$ cat config.mk
export PLATFORM = sky130hd
export DESIGN_NAME = median_average_sensor_filter
export DESIGN_NICKNAME = d
export VERILOG_FILES = /design/src/rtl/msaf_pkg.sv /design/src/rtl/msaf_ctrl.sv /design/src/rtl/msaf_dpath.sv /design/src/rtl/median_average_sensor_filter.sv
export VERILOG_INCLUDE_DIRS = /design/src /design/src/rtl
export SDC_FILE = /design/constraint.sdc
export NUM_CORES = 1
export LEC_CHECK = 0
export BUFFER_PORTS_ARGS = -buffer_cell sky130_fd_sc_hd__buf_2
export CORE_MARGIN = 5
export CORE_UTILIZATION = 50
export DETAILED_ROUTE_END_ITERATION = 7
export PLACE_DENSITY = 0.64
export SLEW_MARGIN = 20
export SYNTH_ARGS = -nofsm -noshare
export SYNTH_HDL_FRONTEND = slang
export SYNTH_SLANG_ARGS = --single-unit
$ cat constraint.sdc
create_clock -name aclk -period 7.6 [get_ports aclk]
set_input_delay 1.52 -clock aclk [delete_from_list [all_inputs] [get_ports aclk]]
set_output_delay 1.52 -clock aclk [all_outputs]
set_load 0.02 [all_outputs]
$ cat src/rtl/median_average_sensor_filter_defines.svh
// Assertion macros shared by the median/average sensor filter RTL.
// Self-contained; included by the modules that carry concurrent checks.
`ifndef MEDIAN_AVERAGE_SENSOR_FILTER_DEFINES_SVH
`define MEDIAN_AVERAGE_SENSOR_FILTER_DEFINES_SVH

// Same-cycle implication, disabled while reset is asserted.
`define MSAF_ASSERT_IMP(label, clk, rstn, ante, cons) \
    label: assert property (@(posedge clk) disable iff (!rstn) (ante) |-> (cons)) \
        else $error("same-cycle implication check failed");

// Next-cycle implication, disabled while reset is asserted.
`define MSAF_ASSERT_NXT(label, clk, rstn, ante, cons) \
    label: assert property (@(posedge clk) disable iff (!rstn) (ante) |=> (cons)) \
        else $error("next-cycle implication check failed");

`endif

$ cat src/rtl/msaf_pkg.sv
// Shared widths, register indexes and controller/datapath interface types
// for the median/average sensor filter. No dependencies.
package msaf_pkg;

    localparam int SAMPLE_W   = 16;
    localparam int GAIN_W     = 16;
    localparam int WLEN_W     = 5;
    localparam int PROD_W     = SAMPLE_W + GAIN_W;
    localparam int CFG_IDX_W  = 8;
    localparam int CFG_DATA_W = 16;

    localparam logic [CFG_IDX_W-1:0] REG_FILTER_EN = 8'd0;
    localparam logic [CFG_IDX_W-1:0] REG_GAIN_EN   = 8'd1;
    localparam logic [CFG_IDX_W-1:0] REG_GAIN      = 8'd2;
    localparam logic [CFG_IDX_W-1:0] REG_WLEN      = 8'd3;

    localparam logic              RST_FILTER_EN = 1'b1;
    localparam logic              RST_GAIN_EN   = 1'b0;
    localparam logic [GAIN_W-1:0] RST_GAIN      = 16'd256;
    localparam logic [WLEN_W-1:0] RST_WLEN      = 5'd8;

    typedef struct packed {
        logic load;
        logic write;
        logic read;
        logic accum;
        logic div_init;
        logic div_step;
        logic div_out;
        logic mul;
        logic sat;
    } cmd_t;

    typedef struct packed {
        logic filter_en;
        logic gain_en;
    } status_t;

endpackage

$ cat src/rtl/msaf_ctrl.sv
// Controller state machine of the median/average sensor filter.
// Depends on msaf_pkg and the assertion macro header.
`include "median_average_sensor_filter_defines.svh"

module msaf_ctrl #(
    parameter int LEN_W = 5,
    parameter int SUM_W = 21
) (
    input  logic               aclk,
    input  logic               aresetn,
    input  logic               s_tvalid,
    output logic               in_ready,
    input  logic               out_free,
    output logic               emit,
    input  msaf_pkg::status_t  status,
    input  logic [LEN_W-1:0]   n_len,
    output msaf_pkg::cmd_t     cmd
);

    localparam int DCNT_W = $clog2(SUM_W + 1);

    localparam logic [3:0] S_IDLE = 4'd0;
    localparam logic [3:0] S_WR   = 4'd1;
    localparam logic [3:0] S_RD   = 4'd2;
    localparam logic [3:0] S_ACC  = 4'd3;
    localparam logic [3:0] S_DIVI = 4'd4;
    localparam logic [3:0] S_DIV  = 4'd5;
    localparam logic [3:0] S_DIVO = 4'd6;
    localparam logic [3:0] S_MUL  = 4'd7;
    localparam logic [3:0] S_SAT  = 4'd8;
    localparam logic [3:0] S_DONE = 4'd9;

    logic [3:0]        state_reg, state_next;
    logic [LEN_W-1:0]  rcnt_reg, rcnt_next;
    logic [DCNT_W-1:0] dcnt_reg, dcnt_next;
    logic              in_accept;

    assign in_ready  = (state_reg == S_IDLE);
    assign in_accept = s_tvalid && in_ready;

    always_comb begin
        state_next = state_reg;
        rcnt_next  = rcnt_reg;
        dcnt_next  = dcnt_reg;
        cmd        = '0;
        emit       = 1'b0;
        unique case (state_reg)
            S_IDLE: begin
                if (s_tvalid) begin
                    cmd.load = 1'b1;
                    if (status.filter_en) begin
                        state_next = S_WR;
                    end else if (status.gain_en) begin
                        state_next = S_MUL;
                    end else begin
                        state_next = S_DONE;
                    end
                end
            end
            S_WR: begin
                cmd.write  = 1'b1;
                rcnt_next  = '0;
                state_next = S_RD;
            end
            S_RD: begin
                cmd.read  = 1'b1;
                cmd.accum = (rcnt_reg != '0);
                if (rcnt_reg == n_len - LEN_W'(1)) begin
                    state_next = S_ACC;
                end else begin
                    rcnt_next = rcnt_reg + LEN_W'(1);
                end
            end
            S_ACC: begin
                cmd.accum  = 1'b1;
                state_next = S_DIVI;
            end
            S_DIVI: begin
                cmd.div_init = 1'b1;
                dcnt_next    = '0;
                state_next   = S_DIV;
            end
            S_DIV: begin
                cmd.div_step = 1'b1;
                if (dcnt_reg == DCNT_W'(SUM_W - 1)) begin
                    state_next = S_DIVO;
                end else begin
                    dcnt_next = dcnt_reg + DCNT_W'(1);
                end
            end
            S_DIVO: begin
                cmd.div_out = 1'b1;
                state_next  = status.gain_en ? S_MUL : S_DONE;
            end
            S_MUL: begin
                cmd.mul    = 1'b1;
                state_next = S_SAT;
            end
            S_SAT: begin
                cmd.sat    = 1'b1;
                state_next = S_DONE;
            end
            S_DONE: begin
                if (out_free) begin
                    emit       = 1'b1;
                    state_next = S_IDLE;
                end
            end
            default: begin
                state_next = S_IDLE;
            end
        endcase
    end

    always_ff @(posedge aclk) begin
        if (!aresetn) begin
            state_reg <= S_IDLE;
            rcnt_reg  <= '0;
            dcnt_reg  <= '0;
        end else begin
            state_reg <= state_next;
            rcnt_reg  <= rcnt_next;
            dcnt_reg  <= dcnt_next;
        end
    end

    `MSAF_ASSERT_NXT(a_busy_after_accept, aclk, aresetn, in_accept, !in_ready)
    `MSAF_ASSERT_NXT(a_bypass_goes_done, aclk, aresetn, in_accept && !status.filter_en && !status.gain_en, state_reg == S_DONE)

endmodule

$ cat src/rtl/msaf_dpath.sv
// Datapath of the median/average sensor filter: configuration registers,
// window store, accumulator, iterative divider and gain stage. Uses msaf_pkg.
`include "median_average_sensor_filter_defines.svh"

module msaf_dpath #(
    parameter int WINDOW_MAX = 16,
    parameter int LEN_W      = 5,
    parameter int SUM_W      = 21
) (
    input  logic                                aclk,
    input  logic                                aresetn,
    input  logic                                cfg_valid,
    input  logic [msaf_pkg::CFG_IDX_W-1:0]      cfg_index,
    input  logic [msaf_pkg::CFG_DATA_W-1:0]     cfg_data,
    input  logic [3*msaf_pkg::SAMPLE_W-1:0]     in_data,
    input  msaf_pkg::cmd_t                      cmd,
    output msaf_pkg::status_t                   status,
    output logic [LEN_W-1:0]                    n_len,
    output logic [msaf_pkg::SAMPLE_W-1:0]       reading,
    output logic                                saturated
);

    localparam int SW    = msaf_pkg::SAMPLE_W;
    localparam int PTR_W = $clog2(WINDOW_MAX);

    logic                          filter_en_reg;
    logic                          gain_en_reg;
    logic [msaf_pkg::GAIN_W-1:0]   gain_reg;
    logic [msaf_pkg::WLEN_W-1:0]   wlen_reg;

    logic [SW-1:0]                 mem [WINDOW_MAX];
    logic [WINDOW_MAX-1:0]         vld_reg;
    logic [PTR_W-1:0]              wptr_reg;
    logic [PTR_W-1:0]              rd_ptr_reg;
    logic [SW-1:0]                 rdata_reg;
    logic                          rvld_reg;

    logic [SUM_W-1:0]              acc_reg;
    logic [LEN_W-1:0]              rem_reg;
    logic [SUM_W-1:0]              quo_reg;
    logic [SW-1:0]                 val_reg;
    logic                          sat_reg;
    logic [msaf_pkg::PROD_W-1:0]   prod_reg;

    logic [SW-1:0]                 s_a, s_b, s_c, med;
    logic [LEN_W:0]                shifted;
    logic                          qbit;

    function automatic logic [SW-1:0] med3(input logic [SW-1:0] a,
                                           input logic [SW-1:0] b,
                                           input logic [SW-1:0] c);
        logic [SW-1:0] lo;
        logic [SW-1:0] hi;
        lo = (a < b) ? a : b;
        hi = (a < b) ? b : a;
        if (c > hi) begin
            return hi;
        end else if (c > lo) begin
            return c;
        end
        return lo;
    endfunction

    assign s_a = in_data[SW-1:0];
    assign s_b = in_data[2*SW-1:SW];
    assign s_c = in_data[3*SW-1:2*SW];
    assign med = med3(s_a, s_b, s_c);

    assign status.filter_en = filter_en_reg;
    assign status.gain_en   = gain_en_reg;
    assign reading          = val_reg;
    assign saturated        = sat_reg;

    always_comb begin
        if (wlen_reg == '0) begin
            n_len = LEN_W'(1);
        end else if (int'(wlen_reg) > WINDOW_MAX) begin
            n_len = LEN_W'(WINDOW_MAX);
        end else begin
            n_len = LEN_W'(wlen_reg);
        end
    end

    assign shifted = {rem_reg, quo_reg[SUM_W-1]};
    assign qbit    = (shifted >= {1'b0, n_len});

    always_ff @(posedge aclk) begin
        if (!aresetn) begin
            filter_en_reg <= msaf_pkg::RST_FILTER_EN;
            gain_en_reg   <= msaf_pkg::RST_GAIN_EN;
            gain_reg      <= msaf_pkg::RST_GAIN;
            wlen_reg      <= msaf_pkg::RST_WLEN;
        end else if (cfg_valid) begin
            unique case (cfg_index)
                msaf_pkg::REG_FILTER_EN: filter_en_reg <= cfg_data[0];
                msaf_pkg::REG_GAIN_EN:   gain_en_reg   <= cfg_data[0];
                msaf_pkg::REG_GAIN:      gain_reg      <= cfg_data[msaf_pkg::GAIN_W-1:0];
                msaf_pkg::REG_WLEN:      wlen_reg      <= cfg_data[msaf_pkg::WLEN_W-1:0];
                default: begin
                end
            endcase
        end
    end

    always_ff @(posedge aclk) begin
        if (!aresetn) begin
            vld_reg  <= '0;
            wptr_reg <= '0;
        end else if (cmd.write) begin
            vld_reg[wptr_reg] <= 1'b1;
            if (wptr_reg == PTR_W'(WINDOW_MAX - 1)) begin
                wptr_reg <= '0;
            end else begin
                wptr_reg <= wptr_reg + PTR_W'(1);
            end
        end
    end

    always_ff @(posedge aclk) begin
        if (cmd.write) begin
            mem[wptr_reg] <= val_reg;
        end
    end

    always_ff @(posedge aclk) begin
        if (cmd.read) begin
            rdata_reg <= mem[rd_ptr_reg];
            rvld_reg  <= vld_reg[rd_ptr_reg];
        end
    end

    always_ff @(posedge aclk) begin
        if (cmd.write) begin
            rd_ptr_reg <= wptr_reg;
        end else if (cmd.read) begin
            if (rd_ptr_reg == '0) begin
                rd_ptr_reg <= PTR_W'(WINDOW_MAX - 1);
            end else begin
                rd_ptr_reg <= rd_ptr_reg - PTR_W'(1);
            end
        end
    end

    always_ff @(posedge aclk) begin
        if (cmd.write) begin
            acc_reg <= '0;
        end else if (cmd.accum) begin
            acc_reg <= acc_reg + (rvld_reg ? SUM_W'(rdata_reg) : SUM_W'(0));
        end
    end

    always_ff @(posedge aclk) begin
        if (cmd.div_init) begin
            rem_reg <= '0;
            quo_reg <= acc_reg;
        end else if (cmd.div_step) begin
            if (qbit) begin
                rem_reg <= LEN_W'(shifted - {1'b0, n_len});
            end else begin
                rem_reg <= shifted[LEN_W-1:0];
            end
            quo_reg <= {quo_reg[SUM_W-2:0], qbit};
        end
    end

    always_ff @(posedge aclk) begin
        if (cmd.mul) begin
            prod_reg <= msaf_pkg::PROD_W'(val_reg) * msaf_pkg::PROD_W'(gain_reg);
        end
    end

    always_ff @(posedge aclk) begin
        if (cmd.load) begin
            val_reg <= filter_en_reg ? med : s_a;
            sat_reg <= 1'b0;
        end else if (cmd.div_out) begin
            val_reg <= quo_reg[SW-1:0];
        end else if (cmd.sat) begin
            if (|prod_reg[msaf_pkg::PROD_W-1:SW+8]) begin
                val_reg <= '1;
                sat_reg <= 1'b1;
            end else begin
                val_reg <= prod_reg[SW+7:8];
            end
        end
    end

    `MSAF_ASSERT_NXT(a_write_sets_valid, aclk, aresetn, cmd.write, vld_reg[$past(wptr_reg)])
    `MSAF_ASSERT_IMP(a_mean_fits, aclk, aresetn, cmd.div_out, quo_reg[SUM_W-1:SW] == '0)

endmodule

$ cat src/rtl/median_average_sensor_filter.sv
// Filtered item: the result is the mean of the newest n window entries, where n is the
// effective window length; the window sum is 21 bits wide at WINDOW_MAX 16. Gain, when enabled,
// scales the result. One item at a time; the next input can be taken in the cycle after the
// result enters the output register. The window is read back one entry a cycle and the divider
// works one bit a cycle. Reset is synchronous: it restores the registers' reset values and
// clears the window valid bits (no clearing pass).
`include "median_average_sensor_filter_defines.svh"

module median_average_sensor_filter #(
    parameter int WINDOW_MAX = 16
) (
    input  logic                                 aclk,
    input  logic                                 aresetn,
    // s_tdata fields from bit 0: sample_a[15:0], sample_b[31:16], sample_c[47:32]
    input  logic [3*msaf_pkg::SAMPLE_W-1:0]      s_tdata,
    input  logic                                 s_tvalid,
    output logic                                 s_tready,
    // m_tdata fields from bit 0: reading[15:0]
    output logic [msaf_pkg::SAMPLE_W-1:0]        m_tdata,
    // m_tuser fields from bit 0: saturated[0]
    output logic [0:0]                           m_tuser,
    output logic                                 m_tvalid,
    input  logic                                 m_tready,
    input  logic                                 cfg_valid,
    output logic                                 cfg_ready,
    input  logic [msaf_pkg::CFG_IDX_W-1:0]       cfg_index,
    input  logic [msaf_pkg::CFG_DATA_W-1:0]      cfg_data
);

    localparam int NMAX  = (WINDOW_MAX < 31) ? WINDOW_MAX : 31;
    localparam int LEN_W = $clog2(NMAX + 1);
    localparam int SUM_W = msaf_pkg::SAMPLE_W + LEN_W;

    msaf_pkg::cmd_t                 cmd;
    msaf_pkg::status_t              status;
    logic [LEN_W-1:0]               n_len;
    logic [msaf_pkg::SAMPLE_W-1:0]  reading;
    logic                           saturated;
    logic                           emit;
    logic                           out_free;

    logic [msaf_pkg::SAMPLE_W-1:0]  m_tdata_reg;
    logic                           m_tuser_reg;
    logic                           m_tvalid_reg;

    assign cfg_ready = 1'b1;
    assign out_free  = !m_tvalid_reg || m_tready;
    assign m_tdata   = m_tdata_reg;
    assign m_tuser   = m_tuser_reg;
    assign m_tvalid  = m_tvalid_reg;

    msaf_ctrl #(
        .LEN_W (LEN_W),
        .SUM_W (SUM_W)
    ) u_ctrl (
        .aclk     (aclk),
        .aresetn  (aresetn),
        .s_tvalid (s_tvalid),
        .in_ready (s_tready),
        .out_free (out_free),
        .emit     (emit),
        .status   (status),
        .n_len    (n_len),
        .cmd      (cmd)
    );

    msaf_dpath #(
        .WINDOW_MAX (WINDOW_MAX),
        .LEN_W      (LEN_W),
        .SUM_W      (SUM_W)
    ) u_dpath (
        .aclk      (aclk),
        .aresetn   (aresetn),
        .cfg_valid (cfg_valid),
        .cfg_index (cfg_index),
        .cfg_data  (cfg_data),
        .in_data   (s_tdata),
        .cmd       (cmd),
        .status    (status),
        .n_len     (n_len),
        .reading   (reading),
        .saturated (saturated)
    );

    always_ff @(posedge aclk) begin
        if (!aresetn) begin
            m_tvalid_reg <= 1'b0;
        end else if (emit) begin
            m_tvalid_reg <= 1'b1;
        end else if (m_tready) begin
            m_tvalid_reg <= 1'b0;
        end
    end

    always_ff @(posedge aclk) begin
        if (emit) begin
            m_tdata_reg <= reading;
            m_tuser_reg <= saturated;
        end
    end

    `MSAF_ASSERT_IMP(a_emit_into_free_slot, aclk, aresetn, emit, !m_tvalid_reg || m_tready)

endmodule

# Word-level counts from Yosys, hierarchy flattened
# Memories as Yosys holds them, arrays and structs flattened. A register that Yosys moved wholly into a read port is not among the register bits.
# Cells that the tools add are included.
# word_totals
rom_bits	0
input_bits	77
elab_cells	136
ramBits	256
n_memories	1
out_inout_bits	20
register_bits	176
latch_bits	0
# op_classes
bitwise	2
n_eq_ne	21
n_div	0
n_shift	0
order_cmp	8
add_sub_neg	7
reduce_logical	23
n_mul	1
muxes	53
# mem_list
name	depth	width	rd	rd_clocked_by_memory_dff	write_ports	line	rtl
u_dpath.mem	16	16	1	1	1	msaf_dpath.sv:31	logic [SW-1:0] mem [WINDOW_MAX];
# ops
operator	count
16-bit two-way mux	11
21-bit two-way mux	2
4-bit two-way mux	10
4-bit case mux with 10 select lines	1
16-bit greater-than comparator	2
16-bit by 16-bit multiplier with 32-bit output	1
5-bit two-way mux	5
21-bit adder	1
5-bit case mux with 2 select lines	2
1-bit two-way mux	19
4-bit by 3-bit equality test with 1-bit output, second input constant	4
8-bit by 2-bit equality test with 1-bit output, second input constant	2
16-bit < comparator	1
16-bit bitwise OR	1
4-bit equality test, second input constant	3
2-bit AND reduction	6
5-bit by 1-bit adder with 5-bit output, second input constant	2
4-bit by 5-bit < comparator with 1-bit output, second input constant	2
2-bit nonzero test	5
4-bit by 2-bit equality test with 1-bit output, second input constant	2
8-bit by 1-bit equality test with 1-bit output, second input constant	1
4-bit zero test	2
8-bit zero test	1
2-bit != test, second input constant	4
other kinds (24)	25

# Longest topological paths before layout
# Gate-level depths: netlist of the first run.
# depth
depth_word	8
ltp_mapped	24
mapped_depth_nobuf	23

# Hierarchy
# A second synthesis of the first run with hierarchy kept.
# hier_totals
cells_unflattened	2394
hier_area_um2	28574.9
# modules_own_cells
module	n_inst	area_each_um2	cells_per_inst	seq_area_each_um2
msaf_dpath	1	26953.4	2243	11551.1
msaf_ctrl	1	1051.0	128	280.3
median_average_sensor_filter	1	570.5	23	530.5

# Least setup slack after synthesis of the first run
# No wires, ideal clock.
# synth_timing
kind	register to register
start	register u_dpath.val_reg[10] (netlist: u_dpath.reading[10])
end	register u_dpath.prod_reg[31] (netlist bit), data pin
t_arrival_ns	5.858
required_ns	7.334
setup_slack_ns	1.476
stages_incl_launch_ff	21
setup_time_ns	0.266
path_cell_list	edfxtp_1 > clkbuf_1 > nand2_1 > fa_1 > fa_1 > fa_1 > fa_1 > inv_1 > fa_1 > inv_1 > fa_1 > inv_1 > ha_1 > a21oi_1 > o21ai_0 > a21o_1 > or3_1 > a41oi_2 > a311oi_2 > nor4_1 > nor3_1
# synth_via
elab_chain_len	1
# synth_rtl
item	line	rtl
start: declaration	msaf_dpath.sv:41	logic [SW-1:0] val_reg;
start signal: assignment	msaf_dpath.sv:174	val_reg <= filter_en_reg ? med : s_a;
start signal: assignment	msaf_dpath.sv:177	val_reg <= quo_reg[SW-1:0];
start signal: assignment	msaf_dpath.sv:183	val_reg <= prod_reg[SW+7:8];
16-bit by 16-bit multiplier with 32-bit output	msaf_dpath.sv:168	prod_reg <= msaf_pkg::PROD_W'(val_reg) * msaf_pkg::PROD_W'(gain_reg);
end signal: assignment	msaf_dpath.sv:168	
end: declaration	msaf_dpath.sv:43	logic [msaf_pkg::PROD_W-1:0] prod_reg;
# No other way between the ends.
# A chain may end at the register's enable or synchronous reset.

# Worst setup path in the final report of the first run
# Same ends and word-level chain as after synthesis.

==> results.yml, run 1 <==
setup_path:
  crit_path_start: "u_dpath.reading[10]"
  critical-path-top-delay-family: "adder cells"
  rr_worst_depth: 18
  crit_top_cell: "fa_1"
  cp.arrival_ps: 7270
  worstPathCellList: "nand2_1 -> fa_1 -> fa_1 -> fa_1 -> fa_1 -> inv_1 -> fa_1 -> inv_1 -> fa_1 -> inv_1 -> ha_1 -> and3_1 -> nor4bb_2 -> or3_1 -> a41oi_2 -> a311oi_2 -> and4_1 -> nor3_1"
  crit_type: "reg -> reg"
  cp-end-kind: "flip-flop"
  r2r_start: "u_dpath.reading[10]"
  path_buf_inv: 3
  slowest_delay_ps: 1140
  cp_max_fo: 18
  slowest_stage: "edfxtp_1"
  crit_cells: 18
  critical_path_required_ps: 7920
  start_kind: "flip-flop"
synthesis:
  synth_nets: 2904
  synth_xor_area_frac: 0.01404
  ys_types: 72
  synth_compound_area_frac: 0.08532
  ys_seq_elements: 440
  synth_top_family_by_area: "adder cells"
  syn_area_um2: 28070
  syn_inst: 2452
  yosys_warnings: 0
  synth-simple-area-share: 0.1211
  syn_area_per_cell_um2: 11.45
  synth.area.mux_share: 0.06776
  synthArstFlopShare: 0
  yosysSeqAreaShare: 0.4404
  synth_flop_cell: "edfxtp_1"
  synth_adder_area_share: 0.2193
  synth_edf_count: 355
floorplanning:
  die_x_um: 246.9
  die_h_um: 246.9
  core_area_um2: 55310
  start_util: 0.5075
  rows: 86
  io_pins: 97
  fp.dieArea_um2: 60970
power:
  pwr-share-seq: 0.408
  p_sw_frac: 0.3482
  pwr-share-comb: 0.308
  p_leak_nw: 12.82
  design_power_total_mw: 8.050
  peakVddDrop_uv: 270.8
  internal-power_mw: 5.247
  power_density_nw_per_um2: 259.5
  power.switching_mw: 2.803
  pwr-share-clk: 0.284
grt:
  grt_max_degree: 105
  grt_pass1_wl_um: 112300
  grt_util_met3: 0.04377
  grt_pass1_vias: 19540
  antenna_found_initial: 1
  grt_use_met1: 0.3421
  busiest_layer: "met2"
  grt_usage: 0.2384
  grt_overflow: 0
  grt_use_met2: 0.3824
cts:
  cts_tree: "done"
  clockBufferDepth: 3
  cts_resized: 0
  clockRootBuffer: "clkbuf_16"
  h-tree-depth: 2
  clock_latency_ps: 600
  cts_buffers: 47
  clkTransAtPathRegs_ps: 60
  hold_buffers: 0
  cts.sinks: 440
  cts_setup_buffers: 0
route:
  viasPerCell: 5.716
  wire_per_inst_um: 21.83
  vias: 18970
  routed_wl_um: 72420
  firstDrtPassIters: 5
  drc_errors: 0
  drtIter0Drc: 1522
  final_antenna_net_count: 0
placement:
  place_ws_ps: 700.9
  dp_hpwl_um: 50390
  gp_congestion: 0.8737
  numPortBuffers: 95
  place_area_um2: 29400
sta:
  setup_viol: 0
  fin_ws_ps: 647.4
  min_period_over_period: 0.9148
  clock_skew_ps: 25.56
  worstMarginPinSlew_ps: 1208
  drv_slew: 0
  min_period_ps: 6953
  hold_viol: 0
  fin_setup_tns_ps: 0
  rsz0062_at_grt: "false"
  maxSlewHeadroom: 0.1947
  max_freq_ghz: 0.1438
min_path:
  min_from: "u_dpath.rem_reg[4]"
  hold_class: "reg -> reg"
  whs_path_depth: 2
final_layout:
  final_common_cell: "edfxtp_1"
  largest_reg_flops: 256
  final_area_um2: 31020
  drive_above_1_share: 0.1129
  nets: 2984
  layout_common_cells: "355 x edfxtp_1, 296 x nand2_1, 274 x inv_1"
  areaGrowthSynthToFinish_pct: 10.51
run:
  drv_cap: 0
run_status:
  status: "complete, no violations"
-- routing by layer --
metal,up-vias,part of all wire
met2,639,0.46
met4,0,0.017
met1,9599,0.45
li1,8634,-
met3,93,0.068
met5,-,0
-- power groups by stage --
stage / Clock [mW] / Sequential, mW / Combinational, mW
3_5_place_dp: 0 / 3.35 / 2.43
2_1_floorplan: 0 / 3.18 / 1.70
4_1_cts: 2.33 / 3.30 / 2.44
3_3_place_gp: 0 / 3.36 / 2.36
5_1_grt: 2.43 / 3.30 / 2.73
6_report: 2.29 / 3.28 / 2.48
-- worst register-to-register path, cell delays in order (launching register included) --
cell	delay, ps
edfxtp_1	1140
nand2_1	220
fa_1	540
fa_1	580
fa_1	450
fa_1	540
inv_1	50
fa_1	480
inv_1	50
fa_1	470
inv_1	40
ha_1	340
and3_1	200
nor4bb_2	490
or3_1	260
a41oi_2	180
a311oi_2	360
and4_1	240
nor3_1	50
-- per-stage QoR --
step	hold slack, ps	cells	utilization
after floorplan	408.8	2452	-
after global placement	441.4	3228	0.5312
after detailed placement	439.5	3229	0.5316
after CTS	462.6	3315	0.5598
after global routing	487.6	3317	0.5608
final	460.5	3318	0.5608
-- path summary, 6_finish.rpt --
kind | endpoint | slack [ps]
worst max-delay path | u_dpath.prod_reg[31] | 650
worst min-delay path | u_dpath.rem_reg[4] | 460
worst max register to register | u_dpath.prod_reg[31] | 650
worst min register to register | u_dpath.rem_reg[4] | 460
-- area by class of cell --
cell class	instances	area, µm²
fill	4709	24290
multi-input combinational	1633	14290
sequential	440	12360
clock buffer	67	1395
inverter	274	1028
tap	748	935.9
timing repair buffer	136	840.8
clock inverter	19	163.9
antenna	1	2.502
-- cells by family (layout without fill, tap and decap cells) --
kind of cell	count (synthesis)	in the layout
flops	440	440
mux	145	145
compound gates	350	350
xor+xnor	45	45
other cells	1	2
buf+inv	379	496
simple gates	717	717
fa+ha+maj	375	375
-- Yosys cell counts, types with 30 or more instances --
master | n | area (µm²)
clkbuf_1 | 85 | 319.1
o21ai_0 | 58 | 290.3
dfxtp_1 | 85 | 1702
mux2i_1 | 91 | 910.9
edfxtp_1 | 355 | 10660
inv_1 | 274 | 1028
nand2_1 | 296 | 1111
o21a_1 | 30 | 225.2
and2_1 | 148 | 925.9
ha_1 | 180 | 2252
mux4_2 | 34 | 765.7
fa_1 | 195 | 3904
a21oi_1 | 100 | 500.5
nor2_1 | 132 | 495.5
Note: power is estimated with default switching activity, not from simulation.
==> run 2: changes to the inputs <==
CORE_ASPECT_RATIO = 1.25   (was unset)
==> run 2 against run 1 <==
Setup slack gained 46 ps. Non-clock buffer count down 1. Worst hold slack worse by 1.6 ps. Cell count is 0.33% lower. Clock power about the same. First-iteration DRC count shrank 20%. Total power grew 0.17%. Via count is 0.15% lower. Highest routed layer unchanged. Die area hardly changed.
==> results.yml, run 2 (synthesis results as in run 1) <==
run_status:
  status: "complete, no violations"
final_layout:
  final_core_util: 0.5547
  final_cells: 3307
  final_common_cell: "edfxtp_1"
  fillCellCount: 4807
  multi_input_area_um2: 14290
  layout_common_cells: "355 x edfxtp_1, 296 x nand2_1, 274 x inv_1"
  drive_above_1_share: 0.1111
  nets: 2981
  seqCellArea_um2: 12360
  largest_reg_flops: 256
  areaGrowthSynthToFinish_pct: 10.32
  antenna_cells: 0
floorplanning:
  die_x_um: 221.9
  io_pins: 97
  start_util: 0.5028
  fp.dieArea_um2: 61000
  rows: 97
  die_h_um: 274.9
  core_area_um2: 55830
cts:
  clock_latency_ps: 590
  cts_tree: "done"
  cts_resized: 0
  h-tree-depth: 2
  cts.sinks: 440
  clockBufferDepth: 3
  cts_setup_buffers: 0
  clockRootBuffer: "clkbuf_16"
  cts_buffers: 45
  clkTransAtPathRegs_ps: 70
  hold_buffers: 0
route:
  vias: 18940
  final_antenna_net_count: 0
  drc_errors: 0
  routed_wl_um: 71420
  viasPerCell: 5.726
  drtIter0Drc: 1217
  wire_per_inst_um: 21.60
  firstDrtPassIters: 5
sta:
  hold_viol: 0
  drv_slew: 0
  setup_viol: 0
  rsz0062_at_grt: "false"
  clock_skew_ps: 26.30
  worstMarginPinSlew_ps: 1120
  hold_ws_ps: 458.9
  max_freq_ghz: 0.1448
  fin_setup_tns_ps: 0
  min_period_over_period: 0.9087
  maxSlewHeadroom: 0.2533
  min_period_ps: 6906
power:
  power_density_nw_per_um2: 260.4
  peakVddDrop_uv: 206.8
  p_leak_nw: 12.79
grt:
  grt_overflow: 0
  grt_usage: 0.2339
  grt_pass1_wl_um: 111000
  grt_max_degree: 105
  antenna_found_initial: 1
  grt_pass1_vias: 19850
setup_path:
  cp_max_fo: 18
  start_kind: "flip-flop"
  crit_type: "reg -> reg"
  cp-end-kind: "flip-flop"
  cp.arrival_ps: 7240
  critical_path_required_ps: 7930
placement:
  dp_cells: 3223
  gp_congestion: 0.8807
  numPortBuffers: 95
  dp_hpwl_um: 50640
min_path:
  hold_class: "reg -> reg"
run:
  drv_cap: 0
==> run 2: changes by cell type in the layout (fill, tap and decap cells not counted), sizes merged <==
cell      before  now
inv          278  276
clkbuf        69   61
bufinv         1    5
buf          134  135
clkinvlp       1    2
diode          1    0
==> run 2: worst paths after layout <==
kind	depth (start not counted)	slack [ps]	startpoint	end
max	20	690	u_dpath.reading[7]	u_dpath.prod_reg[31]
min reg2reg	0	460	u_dpath.saturated	m_tuser
max reg2reg	20	690	u_dpath.reading[7]	u_dpath.prod_reg[31]
min	0	460	u_dpath.saturated	m_tuser
==> run 2: final cells by class <==
| type | instances | share of cell area |
|---|---|---|
| inverter | 274 | 0.03321 |
| clock inverter | 22 | 0.009899 |
| tap | 742 | 0.02998 |
| clock buffer | 61 | 0.04061 |
| multi-input combinational | 1633 | 0.4614 |
| sequential | 440 | 0.3992 |
| timing repair buffer | 135 | 0.02570 |
==> run 2: stage by stage <==
stage	instance area (µm²)	worst slack [ps]	power [mW]
after floorplan	28070	1476	4.881
after global placement	29380	782.4	5.749
after detailed placement	29390	723.4	5.799
after CTS	30950	705.9	8.122
after global routing	30970	393.9	8.474
final	30970	693.6	8.063
==> run 2: where the power goes <==
group	switching (mW)	leakage [nW]	total, mW	internal [mW]
combinational	1.55	8.16	2.47	0.923
clock	0.965	0.759	2.31	1.35
sequential	0.295	3.87	3.28	2.99
total	2.81	12.8	8.06	5.26
==> run 2: worst max-delay path: stages (launching register included) <==
cell and delay (ps):
edfxtp_1 1070, nand2_1 190, fa_1 570, inv_1 50
fa_1 490, inv_1 60, fa_1 550, inv_1 60
fa_1 470, fa_1 490, inv_1 60, fa_1 470
inv_1 50, ha_1 320, nand2_1 80, nor4bb_2 570
or3_1 240, a41oi_2 170, a311oi_2 370, and4_1 240
nor3_1 60
==> run 2: routing by layer <==
layer,wire length [µm],GRT usage,vias to the layer above,part of all wire
met5,0,0,-,0
met4,2737,0.08535,0,0.038
met3,3782,0.03330,150,0.053
met2,37660,0.4350,570,0.53
met1,27230,0.2768,9602,0.38
li1,-,-,8615,-
